===== config.mk =====
export PLATFORM = sky130hd
export DESIGN_NAME = pixel_blob_centroid_clusterer
export DESIGN_NICKNAME = d
export VERILOG_FILES = /design/src/hw/rtl/pbcc_pkg.sv /design/src/hw/rtl/pbcc_front.sv /design/src/hw/rtl/pbcc_queue.sv /design/src/hw/rtl/pbcc_back.sv /design/src/hw/rtl/pixel_blob_centroid_clusterer.sv
export VERILOG_INCLUDE_DIRS = /design/src /design/src/hw/rtl
export SDC_FILE = /design/constraint.sdc
export NUM_CORES = 2
export LEC_CHECK = 0
export BUFFER_PORTS_ARGS = -buffer_cell sky130_fd_sc_hd__buf_2
export CAP_MARGIN = 20
export CORE_MARGIN = 3
export CORE_UTILIZATION = 56
export DETAILED_ROUTE_END_ITERATION = 6
export PLACE_DENSITY = 0.72
export SYNTH_ARGS = -nofsm -noshare
export SYNTH_HDL_FRONTEND = slang
export SYNTH_SLANG_ARGS = --single-unit

===== constraint.sdc =====
create_clock -name clock -period 16.04 [get_ports clock]
set_input_delay 1.604 -clock clock [delete_from_list [all_inputs] [get_ports clock]]
set_output_delay 1.604 -clock clock [all_outputs]
set_load 0.02 [all_outputs]

===== src/hw/rtl/pixel_blob_centroid_clusterer_assert.svh =====
// Assertion macros for the pixel blob centroid clusterer.
// Used by the top level only; simulation builds see the checks, synthesis sees nothing.
`ifndef PIXEL_BLOB_CENTROID_CLUSTERER_ASSERT_SVH
`define PIXEL_BLOB_CENTROID_CLUSTERER_ASSERT_SVH
`ifndef SYNTHESIS
`define PBCC_ASSERT_IMPL(label, clk, rst, ante, cons) \
   label: assert property (@(posedge clk) disable iff (rst) (ante) |-> (cons)) \
      else $error("pbcc check failed");
`define PBCC_ASSERT_NEXT(label, clk, rst, ante, cons) \
   label: assert property (@(posedge clk) disable iff (rst) (ante) |=> (cons)) \
      else $error("pbcc check failed");
`else
`define PBCC_ASSERT_IMPL(label, clk, rst, ante, cons)
`define PBCC_ASSERT_NEXT(label, clk, rst, ante, cons)
`endif
`endif


===== src/hw/rtl/pbcc_pkg.sv =====
// Package for the pixel blob centroid clusterer: sizes, constants and shared types.
// Used by every module of the block; depends on nothing.
`timescale 1ns / 1ps
`default_nettype none
package pbcc_pkg;
   localparam int ZONE_COUNT = 8;
   localparam int ZONE_W     = 3;
   localparam int COORD_W    = 10;
   localparam int SUM_W      = 30;
   localparam int CNT_W      = 21;
   localparam int D2_W       = 21;
   localparam int RSQ_W      = 20;
   localparam int WIDTH_W    = 11;
   localparam int STEP_W     = 4;
   localparam int RSP_DATA_W = 72;

   localparam logic [WIDTH_W-1:0] MAX_WIDTH      = 11'd1024;
   localparam logic [WIDTH_W-1:0] WIDTH_RESET    = 11'd640;
   localparam logic [RSQ_W-1:0]   RSQ_RESET      = 20'd400;
   localparam logic [CNT_W-1:0]   COUNT_CAP      = 21'h100000;
   localparam logic [7:0]         FOREGROUND     = 8'd255;
   localparam logic [ZONE_W-1:0]  LAST_ZONE      = 3'd7;
   localparam logic [STEP_W-1:0]  DIV_LAST_STEP  = 4'd9;

   localparam logic CSR_IMAGE_WIDTH = 1'b0;
   localparam logic CSR_JOIN_RADIUS = 1'b1;

   typedef struct packed {
      logic [COORD_W-1:0] x;
      logic [COORD_W-1:0] y;
      logic               fg;
      logic               last;
   } item_type;

   typedef enum logic [4:0] {
      ST_IDLE   = 5'b00001,
      ST_SCAN   = 5'b00010,
      ST_APPLY  = 5'b00100,
      ST_DIVIDE = 5'b01000,
      ST_REPORT = 5'b10000
   } state_type;
endpackage
`default_nettype wire


===== src/hw/rtl/pbcc_front.sv =====
// Front end: accepts pixel beats, tracks column and row, tags foreground pixels.
// Depends on pbcc_pkg.
`timescale 1ns / 1ps
`default_nettype none
module pbcc_front (
   input  wire logic                         clock,
   input  wire logic                         reset,
   input  wire logic [pbcc_pkg::WIDTH_W-1:0] image_width,
   input  wire logic                         req_tvalid,
   output logic                              req_tready,
   input  wire logic [7:0]                   req_tdata,
   input  wire logic                         req_tlast,
   input  wire logic                         queue_full,
   output logic                              push,
   output pbcc_pkg::item_type                item
);
   import pbcc_pkg::*;

   logic [COORD_W-1:0] col_ff, col_in, row_ff, row_in;
   logic [WIDTH_W-1:0] width_eff, col_next;

   // Width 0 acts as 1, anything above the maximum as the maximum.
   assign width_eff = (image_width == '0) ? WIDTH_W'(1) :
                      (image_width > MAX_WIDTH) ? MAX_WIDTH : image_width;
   assign col_next  = WIDTH_W'(col_ff) + WIDTH_W'(1);

   assign req_tready = !queue_full;
   assign push       = req_tvalid && req_tready;
   assign item.x     = col_ff;
   assign item.y     = row_ff;
   assign item.fg    = (req_tdata == FOREGROUND);
   assign item.last  = req_tlast;

   always_comb begin
      col_in = col_ff;
      row_in = row_ff;
      if (push) begin
         if (req_tlast) begin
            col_in = '0;
            row_in = '0;
         end else if (col_next >= width_eff) begin
            col_in = '0;
            row_in = row_ff + COORD_W'(1);
         end else begin
            col_in = col_next[COORD_W-1:0];
         end
      end
   end

   always_ff @(posedge clock) begin
      if (reset) begin
         col_ff <= '0;
         row_ff <= '0;
      end else begin
         col_ff <= col_in;
         row_ff <= row_in;
      end
   end
endmodule
`default_nettype wire


===== src/hw/rtl/pbcc_queue.sv =====
// Two-entry queue of classified pixels between the front and back ends.
// Depends on pbcc_pkg.
`timescale 1ns / 1ps
`default_nettype none
module pbcc_queue (
   input  wire logic               clock,
   input  wire logic               reset,
   input  wire logic               push,
   input  pbcc_pkg::item_type      push_item,
   input  wire logic               pop,
   output logic                    full,
   output logic                    not_empty,
   output pbcc_pkg::item_type      head
);
   import pbcc_pkg::*;

   item_type   slot_ff [2];
   logic       wr_ptr_ff, rd_ptr_ff;
   logic [1:0] count_ff, count_in;

   assign full      = (count_ff == 2'd2);
   assign not_empty = (count_ff != 2'd0);
   assign head      = slot_ff[rd_ptr_ff];
   assign count_in  = count_ff + {1'b0, push} - {1'b0, pop};

   always_ff @(posedge clock) begin
      if (push) slot_ff[wr_ptr_ff] <= push_item;
   end

   always_ff @(posedge clock) begin
      if (reset) begin
         wr_ptr_ff <= 1'b0;
         rd_ptr_ff <= 1'b0;
         count_ff  <= '0;
      end else begin
         if (push) wr_ptr_ff <= !wr_ptr_ff;
         if (pop)  rd_ptr_ff <= !rd_ptr_ff;
         count_ff <= count_in;
      end
   end
endmodule
`default_nettype wire


===== src/hw/rtl/pbcc_back.sv =====
// Back end: zone scan, join/open/drop decision, centroid divider and frame report.
// Depends on pbcc_pkg.
`timescale 1ns / 1ps
`default_nettype none
module pbcc_back (
   input  wire logic                           clock,
   input  wire logic                           reset,
   input  wire logic [pbcc_pkg::RSQ_W-1:0]     radius_sq,
   input  wire logic                           q_not_empty,
   input  pbcc_pkg::item_type                  q_head,
   output logic                                q_pop,
   output logic                                rsp_tvalid,
   input  wire logic                           rsp_tready,
   output logic [pbcc_pkg::RSP_DATA_W-1:0]     rsp_tdata,
   output logic                                rsp_tuser,
   output logic                                rsp_tlast
);
   import pbcc_pkg::*;

   state_type state_ff, state_in;
   item_type  cur_ff;
   logic [ZONE_W-1:0]  zidx_ff;
   logic [SUM_W-1:0]   sum_x_ff [ZONE_COUNT];
   logic [SUM_W-1:0]   sum_y_ff [ZONE_COUNT];
   logic [COORD_W-1:0] cx_ff [ZONE_COUNT];
   logic [COORD_W-1:0] cy_ff [ZONE_COUNT];
   logic [CNT_W-1:0]   pts_ff [ZONE_COUNT];
   logic [CNT_W-1:0]   dropped_ff;

   logic               best_ok_ff, empty_ok_ff;
   logic [ZONE_W-1:0]  best_idx_ff, empty_idx_ff;
   logic [D2_W-1:0]    best_d2_ff;

   logic [SUM_W-1:0]   rem_x_ff, rem_y_ff, dvs_ff;
   logic [COORD_W-1:0] q_x_ff, q_y_ff;
   logic [STEP_W-1:0]  step_ff;

   logic [COORD_W-1:0] dx, dy;
   logic [D2_W-1:0]    d2;
   logic               active, join_ok, out_free;
   logic [SUM_W-1:0]   new_sx, new_sy;
   logic [CNT_W-1:0]   new_pts;
   logic [3:0]         found;
   logic               fin_last;

   assign active = (pts_ff[zidx_ff] != '0);
   assign dx = (cx_ff[zidx_ff] > cur_ff.x) ? cx_ff[zidx_ff] - cur_ff.x
                                           : cur_ff.x - cx_ff[zidx_ff];
   assign dy = (cy_ff[zidx_ff] > cur_ff.y) ? cy_ff[zidx_ff] - cur_ff.y
                                           : cur_ff.y - cy_ff[zidx_ff];
   assign d2 = D2_W'(dx * dx) + D2_W'(dy * dy);

   assign join_ok  = best_ok_ff && (best_d2_ff < D2_W'(radius_sq));
   assign new_sx   = sum_x_ff[best_idx_ff] + SUM_W'(cur_ff.x);
   assign new_sy   = sum_y_ff[best_idx_ff] + SUM_W'(cur_ff.y);
   assign new_pts  = pts_ff[best_idx_ff] + CNT_W'(1);
   assign out_free = !rsp_tvalid || rsp_tready;
   assign q_pop    = (state_ff == ST_IDLE) && q_not_empty;
   assign fin_last = cur_ff.last;

   always_comb begin
      found = '0;
      for (int i = 0; i < ZONE_COUNT; i++)
         found = found + {3'b0, (pts_ff[i] != '0)};
   end

   always_comb begin
      state_in = state_ff;
      case (state_ff)
         ST_IDLE: begin
            if (q_not_empty) begin
               if (q_head.fg)        state_in = ST_SCAN;
               else if (q_head.last) state_in = ST_REPORT;
            end
         end
         ST_SCAN:  if (zidx_ff == LAST_ZONE) state_in = ST_APPLY;
         ST_APPLY: begin
            if (join_ok && pts_ff[best_idx_ff] < COUNT_CAP) state_in = ST_DIVIDE;
            else state_in = fin_last ? ST_REPORT : ST_IDLE;
         end
         ST_DIVIDE: if (step_ff == '0) state_in = fin_last ? ST_REPORT : ST_IDLE;
         ST_REPORT: if (out_free && zidx_ff == LAST_ZONE) state_in = ST_IDLE;
         default:  state_in = ST_IDLE;
      endcase
   end

   // Control state.
   always_ff @(posedge clock) begin
      if (reset) begin
         state_ff   <= ST_IDLE;
         zidx_ff    <= '0;
         dropped_ff <= '0;
         rsp_tvalid <= 1'b0;
         for (int i = 0; i < ZONE_COUNT; i++) pts_ff[i] <= '0;
      end else begin
         state_ff <= state_in;
         if ((state_ff == ST_REPORT) && out_free) rsp_tvalid <= 1'b1;
         else if (rsp_tready)                     rsp_tvalid <= 1'b0;
         case (state_ff)
            ST_IDLE:  zidx_ff <= '0;
            ST_SCAN:  if (zidx_ff != LAST_ZONE) zidx_ff <= zidx_ff + ZONE_W'(1);
                      else zidx_ff <= '0;
            ST_APPLY: begin
               if (join_ok) begin
                  if (pts_ff[best_idx_ff] < COUNT_CAP) begin
                     pts_ff[best_idx_ff] <= new_pts;
                     zidx_ff <= best_idx_ff;
                  end else begin
                     zidx_ff <= '0;
                  end
               end else begin
                  zidx_ff <= '0;
                  if (empty_ok_ff) begin
                     pts_ff[empty_idx_ff] <= CNT_W'(1);
                  end else if (dropped_ff < COUNT_CAP) begin
                     dropped_ff <= dropped_ff + CNT_W'(1);
                  end
               end
            end
            ST_DIVIDE: if (step_ff == '0) zidx_ff <= '0;
            ST_REPORT: begin
               if (out_free) begin
                  zidx_ff <= zidx_ff + ZONE_W'(1);
                  if (zidx_ff == LAST_ZONE) begin
                     dropped_ff <= '0;
                     for (int i = 0; i < ZONE_COUNT; i++) pts_ff[i] <= '0;
                  end
               end
            end
            default: zidx_ff <= '0;
         endcase
      end
   end

   // Datapath registers.
   always_ff @(posedge clock) begin
      case (state_ff)
         ST_IDLE: begin
            cur_ff      <= q_head;
            best_ok_ff  <= 1'b0;
            empty_ok_ff <= 1'b0;
         end
         ST_SCAN: begin
            if (active) begin
               if (!best_ok_ff || d2 < best_d2_ff) begin
                  best_ok_ff  <= 1'b1;
                  best_idx_ff <= zidx_ff;
                  best_d2_ff  <= d2;
               end
            end else if (!empty_ok_ff) begin
               empty_ok_ff  <= 1'b1;
               empty_idx_ff <= zidx_ff;
            end
         end
         ST_APPLY: begin
            if (join_ok) begin
               if (pts_ff[best_idx_ff] < COUNT_CAP) begin
                  sum_x_ff[best_idx_ff] <= new_sx;
                  sum_y_ff[best_idx_ff] <= new_sy;
                  rem_x_ff <= new_sx;
                  rem_y_ff <= new_sy;
                  dvs_ff   <= SUM_W'({new_pts, 9'b0});
                  step_ff  <= DIV_LAST_STEP;
                  q_x_ff   <= '0;
                  q_y_ff   <= '0;
               end
            end else if (empty_ok_ff) begin
               sum_x_ff[empty_idx_ff] <= SUM_W'(cur_ff.x);
               sum_y_ff[empty_idx_ff] <= SUM_W'(cur_ff.y);
               cx_ff[empty_idx_ff]    <= cur_ff.x;
               cy_ff[empty_idx_ff]    <= cur_ff.y;
            end
         end
         ST_DIVIDE: begin
            // One quotient bit per cycle for each axis; quotient fits 10 bits.
            if (rem_x_ff >= dvs_ff) rem_x_ff <= rem_x_ff - dvs_ff;
            if (rem_y_ff >= dvs_ff) rem_y_ff <= rem_y_ff - dvs_ff;
            q_x_ff  <= {q_x_ff[COORD_W-2:0], (rem_x_ff >= dvs_ff)};
            q_y_ff  <= {q_y_ff[COORD_W-2:0], (rem_y_ff >= dvs_ff)};
            dvs_ff  <= dvs_ff >> 1;
            step_ff <= step_ff - STEP_W'(1);
            if (step_ff == '0) begin
               cx_ff[zidx_ff] <= {q_x_ff[COORD_W-2:0], (rem_x_ff >= dvs_ff)};
               cy_ff[zidx_ff] <= {q_y_ff[COORD_W-2:0], (rem_y_ff >= dvs_ff)};
            end
         end
         ST_REPORT: begin
            if (out_free) begin
               rsp_tuser <= active;
               rsp_tlast <= (zidx_ff == LAST_ZONE);
               rsp_tdata <= {3'b0, dropped_ff, found, pts_ff[zidx_ff],
                             active ? cy_ff[zidx_ff] : COORD_W'(0),
                             active ? cx_ff[zidx_ff] : COORD_W'(0), zidx_ff};
            end
         end
         default: ;
      endcase
   end
endmodule
`default_nettype wire


===== src/hw/rtl/pixel_blob_centroid_clusterer.sv =====
// Top level of the pixel blob centroid clusterer: configuration registers and wiring.
// Depends on pbcc_pkg, pbcc_front, pbcc_queue, pbcc_back and the assertion header.
`timescale 1ns / 1ps
`default_nettype none
`include "pixel_blob_centroid_clusterer_assert.svh"
// Pixels arrive one per beat in raster order; a value of 255 is foreground and is
// placed into one of eight zones: it joins the nearest zone whose truncated
// centroid lies within the join radius (lowest index wins ties), otherwise opens
// the first empty zone, otherwise is counted as dropped. The beat with tlast set
// ends the frame: after its pixel is handled, eight result beats follow, one per
// zone, the last with tlast set, and all zones, counters and the drop count clear.
// Timing: the front end takes a pixel every cycle into a two-entry queue while the
// queue has room. The back end passes a background pixel straight through its idle
// state; a foreground pixel that opens a zone or is dropped takes the eight-zone scan
// and a decision step, and one that joins a zone also runs a radix-2 divider to
// refresh the centroid. The report sends one beat per zone as the result side accepts.
module pixel_blob_centroid_clusterer (
   input  wire logic        clock,
   input  wire logic        reset,
   input  wire logic        csr_wen,
   input  wire logic        csr_addr,
   input  wire logic [10:0] csr_wdata,
   input  wire logic        req_tvalid,
   output logic             req_tready,
   input  wire logic [7:0]  req_tdata,   // pixel_value[7:0]
   input  wire logic        req_tlast,   // frame_last
   output logic             rsp_tvalid,
   input  wire logic        rsp_tready,
   // zone_index[2:0], centroid_x[12:3], centroid_y[22:13], point_count[43:23],
   // zones_found[47:44], points_dropped[68:48], zero pad[71:69]
   output logic [71:0]      rsp_tdata,
   output logic             rsp_tuser,   // zone_valid
   output logic             rsp_tlast    // report_last
);
   import pbcc_pkg::*;

   logic [WIDTH_W-1:0] width_ff;
   logic [RSQ_W-1:0]   rsq_ff;
   logic               q_full, q_not_empty, push, pop;
   item_type           push_item, head;

   // The squared radius is kept instead of the radius itself.
   always_ff @(posedge clock) begin
      if (reset) begin
         width_ff <= WIDTH_RESET;
         rsq_ff   <= RSQ_RESET;
      end else if (csr_wen) begin
         case (csr_addr)
            CSR_IMAGE_WIDTH: width_ff <= csr_wdata;
            CSR_JOIN_RADIUS: rsq_ff   <= RSQ_W'(csr_wdata[COORD_W-1:0]) *
                                         RSQ_W'(csr_wdata[COORD_W-1:0]);
            default: ;
         endcase
      end
   end

   pbcc_front u_front (
      .clock, .reset, .image_width(width_ff), .req_tvalid, .req_tready,
      .req_tdata, .req_tlast, .queue_full(q_full), .push, .item(push_item)
   );

   pbcc_queue u_queue (
      .clock, .reset, .push, .push_item, .pop, .full(q_full),
      .not_empty(q_not_empty), .head
   );

   pbcc_back u_back (
      .clock, .reset, .radius_sq(rsq_ff), .q_not_empty, .q_head(head), .q_pop(pop),
      .rsp_tvalid, .rsp_tready, .rsp_tdata, .rsp_tuser, .rsp_tlast
   );

   // The last report beat always describes the last zone.
   `PBCC_ASSERT_IMPL(a_last_zone, clock, reset, rsp_tvalid && rsp_tlast, rsp_tdata[2:0] == LAST_ZONE)
   // An empty zone reports no centroid and no points.
   `PBCC_ASSERT_IMPL(a_empty_zone, clock, reset, rsp_tvalid && !rsp_tuser, rsp_tdata[43:3] == '0)
   // The queue only fills up through an accepted beat.
   `PBCC_ASSERT_IMPL(a_ready_drop, clock, reset, $fell(req_tready), $past(req_tvalid))
endmodule
`default_nettype wire


# Yosys cells after proc, flatten, opt, wreduce, memory -nomap -nowiden
# Memories as Yosys holds them, arrays and structs flattened. A register that Yosys moved wholly into a read port is not among the register bits.
# Index checks and enable logic that the tools add are counted.
# totals
regBits	318
ramBits	852
n_memories	6
# op_classes
add_sub_neg	24
mul	3
magnitude_cmp	10
n_eq_ne	26
mux	115
n_bitwise	11
n_reduce_logical	50
# mem_list
memory	words	width	rd	rd_ports_with_merged_regs	write_ports	line	rtl
u_back.sum_x_ff	8	30	1	1	1	pbcc_back.sv:23	logic [SUM_W-1:0] sum_x_ff [ZONE_COUNT];
u_back.sum_y_ff	8	30	1	1	1	pbcc_back.sv:24	logic [SUM_W-1:0] sum_y_ff [ZONE_COUNT];
u_back.pts_ff	8	21	10	2	8	pbcc_back.sv:27	logic [CNT_W-1:0] pts_ff [ZONE_COUNT];
u_back.cx_ff	8	10	1	1	1	pbcc_back.sv:25	logic [COORD_W-1:0] cx_ff [ZONE_COUNT];
u_back.cy_ff	8	10	1	1	1	pbcc_back.sv:26	logic [COORD_W-1:0] cy_ff [ZONE_COUNT];
u_queue.slot_ff	2	22	1	1	1	pbcc_queue.sv:17	item_type slot_ff [2];
# op_table
operator	count
2-to-1 mux 21 bit	15
2-to-1 mux 30 bit	10
nonzero test 21 bit	9
one-hot mux 30 bit (2 select lines)	3
2-to-1 mux 10 bit	8
adder 30 x 10 -> 30 bit	2
>= comparator 30 bit	2
multiplier 10 x 10 -> 20 bit	3
2-to-1 mux 3 bit	20
OR reduction 30 bit	2
subtractor 30 bit	2
adder 21 x 1 -> 21 bit, second input constant	2
less-than comparator 21 bit, second input constant	2
one-hot mux 21 bit (2 select lines)	1
OR reduction 21 bit	2
2-to-1 mux 5 bit	8
subtractor 10 bit	4
2-to-1 mux 1 bit	37
one-hot mux 9 bit (2 select lines)	2
one-hot mux 5 bit (5 select lines)	1
adder 4 x 1 -> 4 bit	6
!= test 2 x 1 -> 1 bit, second input constant	12
2-to-1 mux 11 bit	2
adder 20 x 20 -> 21 bit	1
other kinds (42)	83

# Logic depth before layout (Yosys ltp)
# depth
word_depth	9
mapped_depth	51
mapped_depth_nobuf	46

# Hierarchy
# Synthesis repeated with hierarchy kept, for this count alone.
# unflattened
hier_cells	4831
area_unflattened_um2	64117.7
# modules_own_cells
module	instances	cells_per_inst	area_each_um2	seq_area_each_um2
pbcc_back	1	4084	56819.5	31980.7
pixel_blob_centroid_clusterer	1	471	4015.1	600.6
pbcc_queue	1	89	1810.5	1421.4
pbcc_front	1	187	1472.7	400.4

# Worst setup path after synthesis
# Ideal clock, no wire load.
# synth_path
kind	register to register
start	reg (tool-made name)
end	reg u_back.best_d2_ff[0], enable pin
setup_time_ns	0.379
arrival_ns	11.687
setup_slack_ns	3.974
path_stages_with_launch	44
n_path_buf	5
path_cell_list	dfxtp_1 buf_2 buf_2 buf_1 mux4_2 mux2i_1 inv_1 fa_1 a21o_1 a21oi_1 o21ba_2 o21ai_0 nand2_2 buf_4 mux2_2 xnor2_1 inv_1 nor2_1 (+8 left out) fa_1 ha_1 nor3_1 a211o_1 o221ai_1 or4_1 a31oi_1 xnor2_1 ha_1 o21ai_0 nand2b_1 a21oi_1 nor2b_1 o21ai_0 a21oi_1 or4_1 buf_2 inv_1
# synth_rtl
element	line	rtl
end signal, assigned	pbcc_back.sv:148	best_d2_ff <= d2;
end, declared	pbcc_back.sv:32	logic [D2_W-1:0] best_d2_ff;

==> impl_metrics.csv <==
group,metric,value,unit
synth,synthFlopType,"edfxtp_1",
setup_path,cp_slowest_cell,"dfxtp_4",
placed_design,place_congestion,0.947,
finish,area_growth,9.23,%
setup_path,cpPeakStageDelay,0.89,ns
global_route,grt_usage,27.1,%
synth,ys_seq_area_share,53.4,%
synth,synth.top_cell.area_share,50.6,%
synth,ys_types,95,
drt,vias,40800,
cts,cts_tree,"built",
floorplanning,die_area,119000,µm²
setup_path,path_buf_inv,5,
setup_path,crit_required,16.38,ns
drt,wirelength,161,mm
drt,drcViolationCount,0,
synth,syn_inst,4907,
synth,syn_avg_cell_area,13.1,µm²
synth,yosysWarnings,0,
synth,async_flop_share,0,%
synth,yosysTopAreaCell,"edfxtp_1",
placed_design,dp_cells,6387,
finish,n_fill_cell,8571,
global_route,grt_max_degree,89,
placed_design,dp_hpwl,111,mm
sta,clock_skew,0.0335,ns
cts,cts.sinks,1176,
sta,fmax,75.0,MHz
synth,ys_top_cells_by_area,"edfxtp_1 (51%), mux4_2 (6.6%), ha_1 (6.1%), fa_1 (5.9%), dfxtp_1 (2.8%)",
setup_path,critPathTopFamily,"adder cells",
global_route,grt_overflow_total,0,
synth,synth_edf_count,1085,
setup_path,start_kind,"register",
placed_design,portBuffers,98,
sta,tightest_slew,1.13,ns
floorplanning,start_util,56.8,%
global_route,grt_pass1_vias,40500,
cts,cts_resized,0,
cts,clockBufferDepth,3,
sta,setup_viol,0,
job,cap_viol_max_count,0,
floorplanning,floorplan.rows,123,
drt,antenna_left,0,
floorplanning,io_pins,102,
global_route,grt_first_pass_wirelength,248,mm
drt,drt_iter0_drc,4705,
cts,post-cts-setup-buffers,0,
run_status,status,"completed",
cts,root_buffer,"clkbuf_16",
cts,insertion_delay,0.73,ns
sta,whs,0.450,ns
floorplanning,die_width,345,µm
finish,nets,5540,
cts,h-tree-depth,3,
sta,min_period,13.33,ns
sta,rsz0062_at_grt,"false",
floorplanning,die_h,345,µm
setup_path,crit_fanout,44,
finish,stdcell_count,6616,
cts,cts.clk_slew.worst_paths,0.06,ns
sta,hold_viol,0,
sta,slew_violations,0,
setup_path,cp-end-kind,"register",
sta,min_period_over_period,83.1,%
sta,relSlewSlack,24.3,%
synth,synth-seq-cells,1176,
drt,viasPerCell,6.17,
setup_path,crit_top_cell,"fa_1",
cts,ctsHoldBuffers,0,
sta,fin_setup_tns,0,ns
drt,first_pass_iters,6,
synth,synth_area,64400,µm²
global_route,antenna_found_initial,1,
drt,wire_per_inst,24.4,µm
setup_path,crit_arrival,13.67,ns
setup_path,crit_type,"reg2reg",
min_path,hp-class,"reg2reg",
finish,drive_gt1_share,13.6,%
cts,cts_buffers,120,
floorplanning,core_area,113000,µm²
-- final cells by class --
cell class	count	area (µm²)	area share, %
antenna	2	5.00	0.00712
clock buffer	145	3140	4.46
clock inverter	80	817	1.16
inverter	436	1640	2.33
multi-input combinational	3118	27500	39.1
sequential	1176	34400	48.9
tap	1500	1880	2.67
timing repair buffer	159	961	1.37
-- cell families after synthesis --
kind of cell | Yosys count | share of synthesized area [%]
and+or+nand+nor | 1386 | 9.95
muxes | 422 | 11.8
AOI/OAI and AO/OA | 587 | 5.66
DFF | 1176 | 53.4
xor gates and xnor gates | 217 | 3.03
other | 1 | 0.00582
adders and majority gates | 503 | 12.0
buffers and inverters | 615 | 4.14
-- cells in the final DEF, fill, tap and decap left out, types with 99 or more instances in the layout --
| master | instances |
|---|---|
| a21oi_1 | 182 |
| clkbuf_16 | 121 |
| edfxtp_1 | 1085 |
| fa_1 | 190 |
| ha_1 | 313 |
| inv_1 | 433 |
| mux2i_1 | 99 |
| mux4_2 | 188 |
| nand2_1 | 418 |
| nor2_1 | 469 |
| o21ai_0 | 148 |
| xnor2_1 | 110 |
| xor2_1 | 100 |
-- routing by layer --
layer / part of all wire, % / up-vias / global-route usage [%]
met2: 46 / 2014 / 42.1
met3: 8.7 / 341 / 4.70
li1: - / 18100 / -
met1: 41 / 20300 / 38.5
met5: 0.0043 / - / 0
met4: 3.9 / 2 / 10.4
-- worst reg2reg max path: cells and delay by family (launching register included) --
| family | cells | cell delay [ns] |
|---|---|---|
| adders and majority gates | 10 | 4.51 |
| and+or+nand+nor | 9 | 2.31 |
| buffers and inverters | 5 | 1.96 |
| muxes | 3 | 1.37 |
| AOI/OAI and AO/OA | 8 | 1.16 |
| DFF | 1 | 0.89 |
| xor gates and xnor gates | 2 | 0.78 |
-- Yosys cell counts, drive strengths merged (14+ instances only) --
cell type / n
buf: 98
o211ai: 18
xnor2: 113
dfxtp: 91
nor4: 43
a31oi: 18
o21ai: 166
a21o: 71
nor3: 74
or4: 24
or2: 14
nor2: 480
xor2: 104
o21bai: 21
or3: 26
fa: 190
mux2i: 99
nand3: 78
nand2b: 33
a211oi: 15
ha: 313
nor2b: 33
mux4: 244
a21oi: 184
nand4: 42
nand2: 424
and3: 22
inv: 434
clkbuf: 81
and2: 67
mux2: 79
edfxtp: 1085
-- state kept, by name, indices dropped and copies added (netlist names), 44 cells and up, named ones only --
name,cells
u_back.sum_x_ff,240
u_back.cx_ff,80
u_back.sum_y_ff,240
u_back.cy_ff,80
u_back.pts_ff,168
u_queue.slot_ff,44
u_back.rsp_tdata,69
-- final timing paths --
check	from	end	slack (ns)	cells past startpoint
min	rsq_ff[2]$_SDFFE_PP0P_	rsq_ff[2]$_SDFFE_PP0P_	0.45	2
min reg2reg	rsq_ff[2]$_SDFFE_PP0P_	rsq_ff[2]$_SDFFE_PP0P_	0.45	2
max	register	u_back.best_d2_ff[8]$_DFFE_PP_	2.71	37
max reg2reg	register	u_back.best_d2_ff[8]$_DFFE_PP_	2.71	37
-- through the flow --
stage / setup slack, ns / utilization (%) / area [µm²]
floorplan: 3.97 / - / 64400
global placement: 3.01 / 58.6 / 66300
detailed placement: 2.79 / 58.6 / 66300
CTS: 2.74 / 62.1 / 70300
global route: 1.85 / 62.1 / 70300
finish: 2.71 / 62.1 / 70300
Power is left out: the tool's default activity adds up to more than one toggle a clock period on the data nets, which glitch-free logic cannot reach.
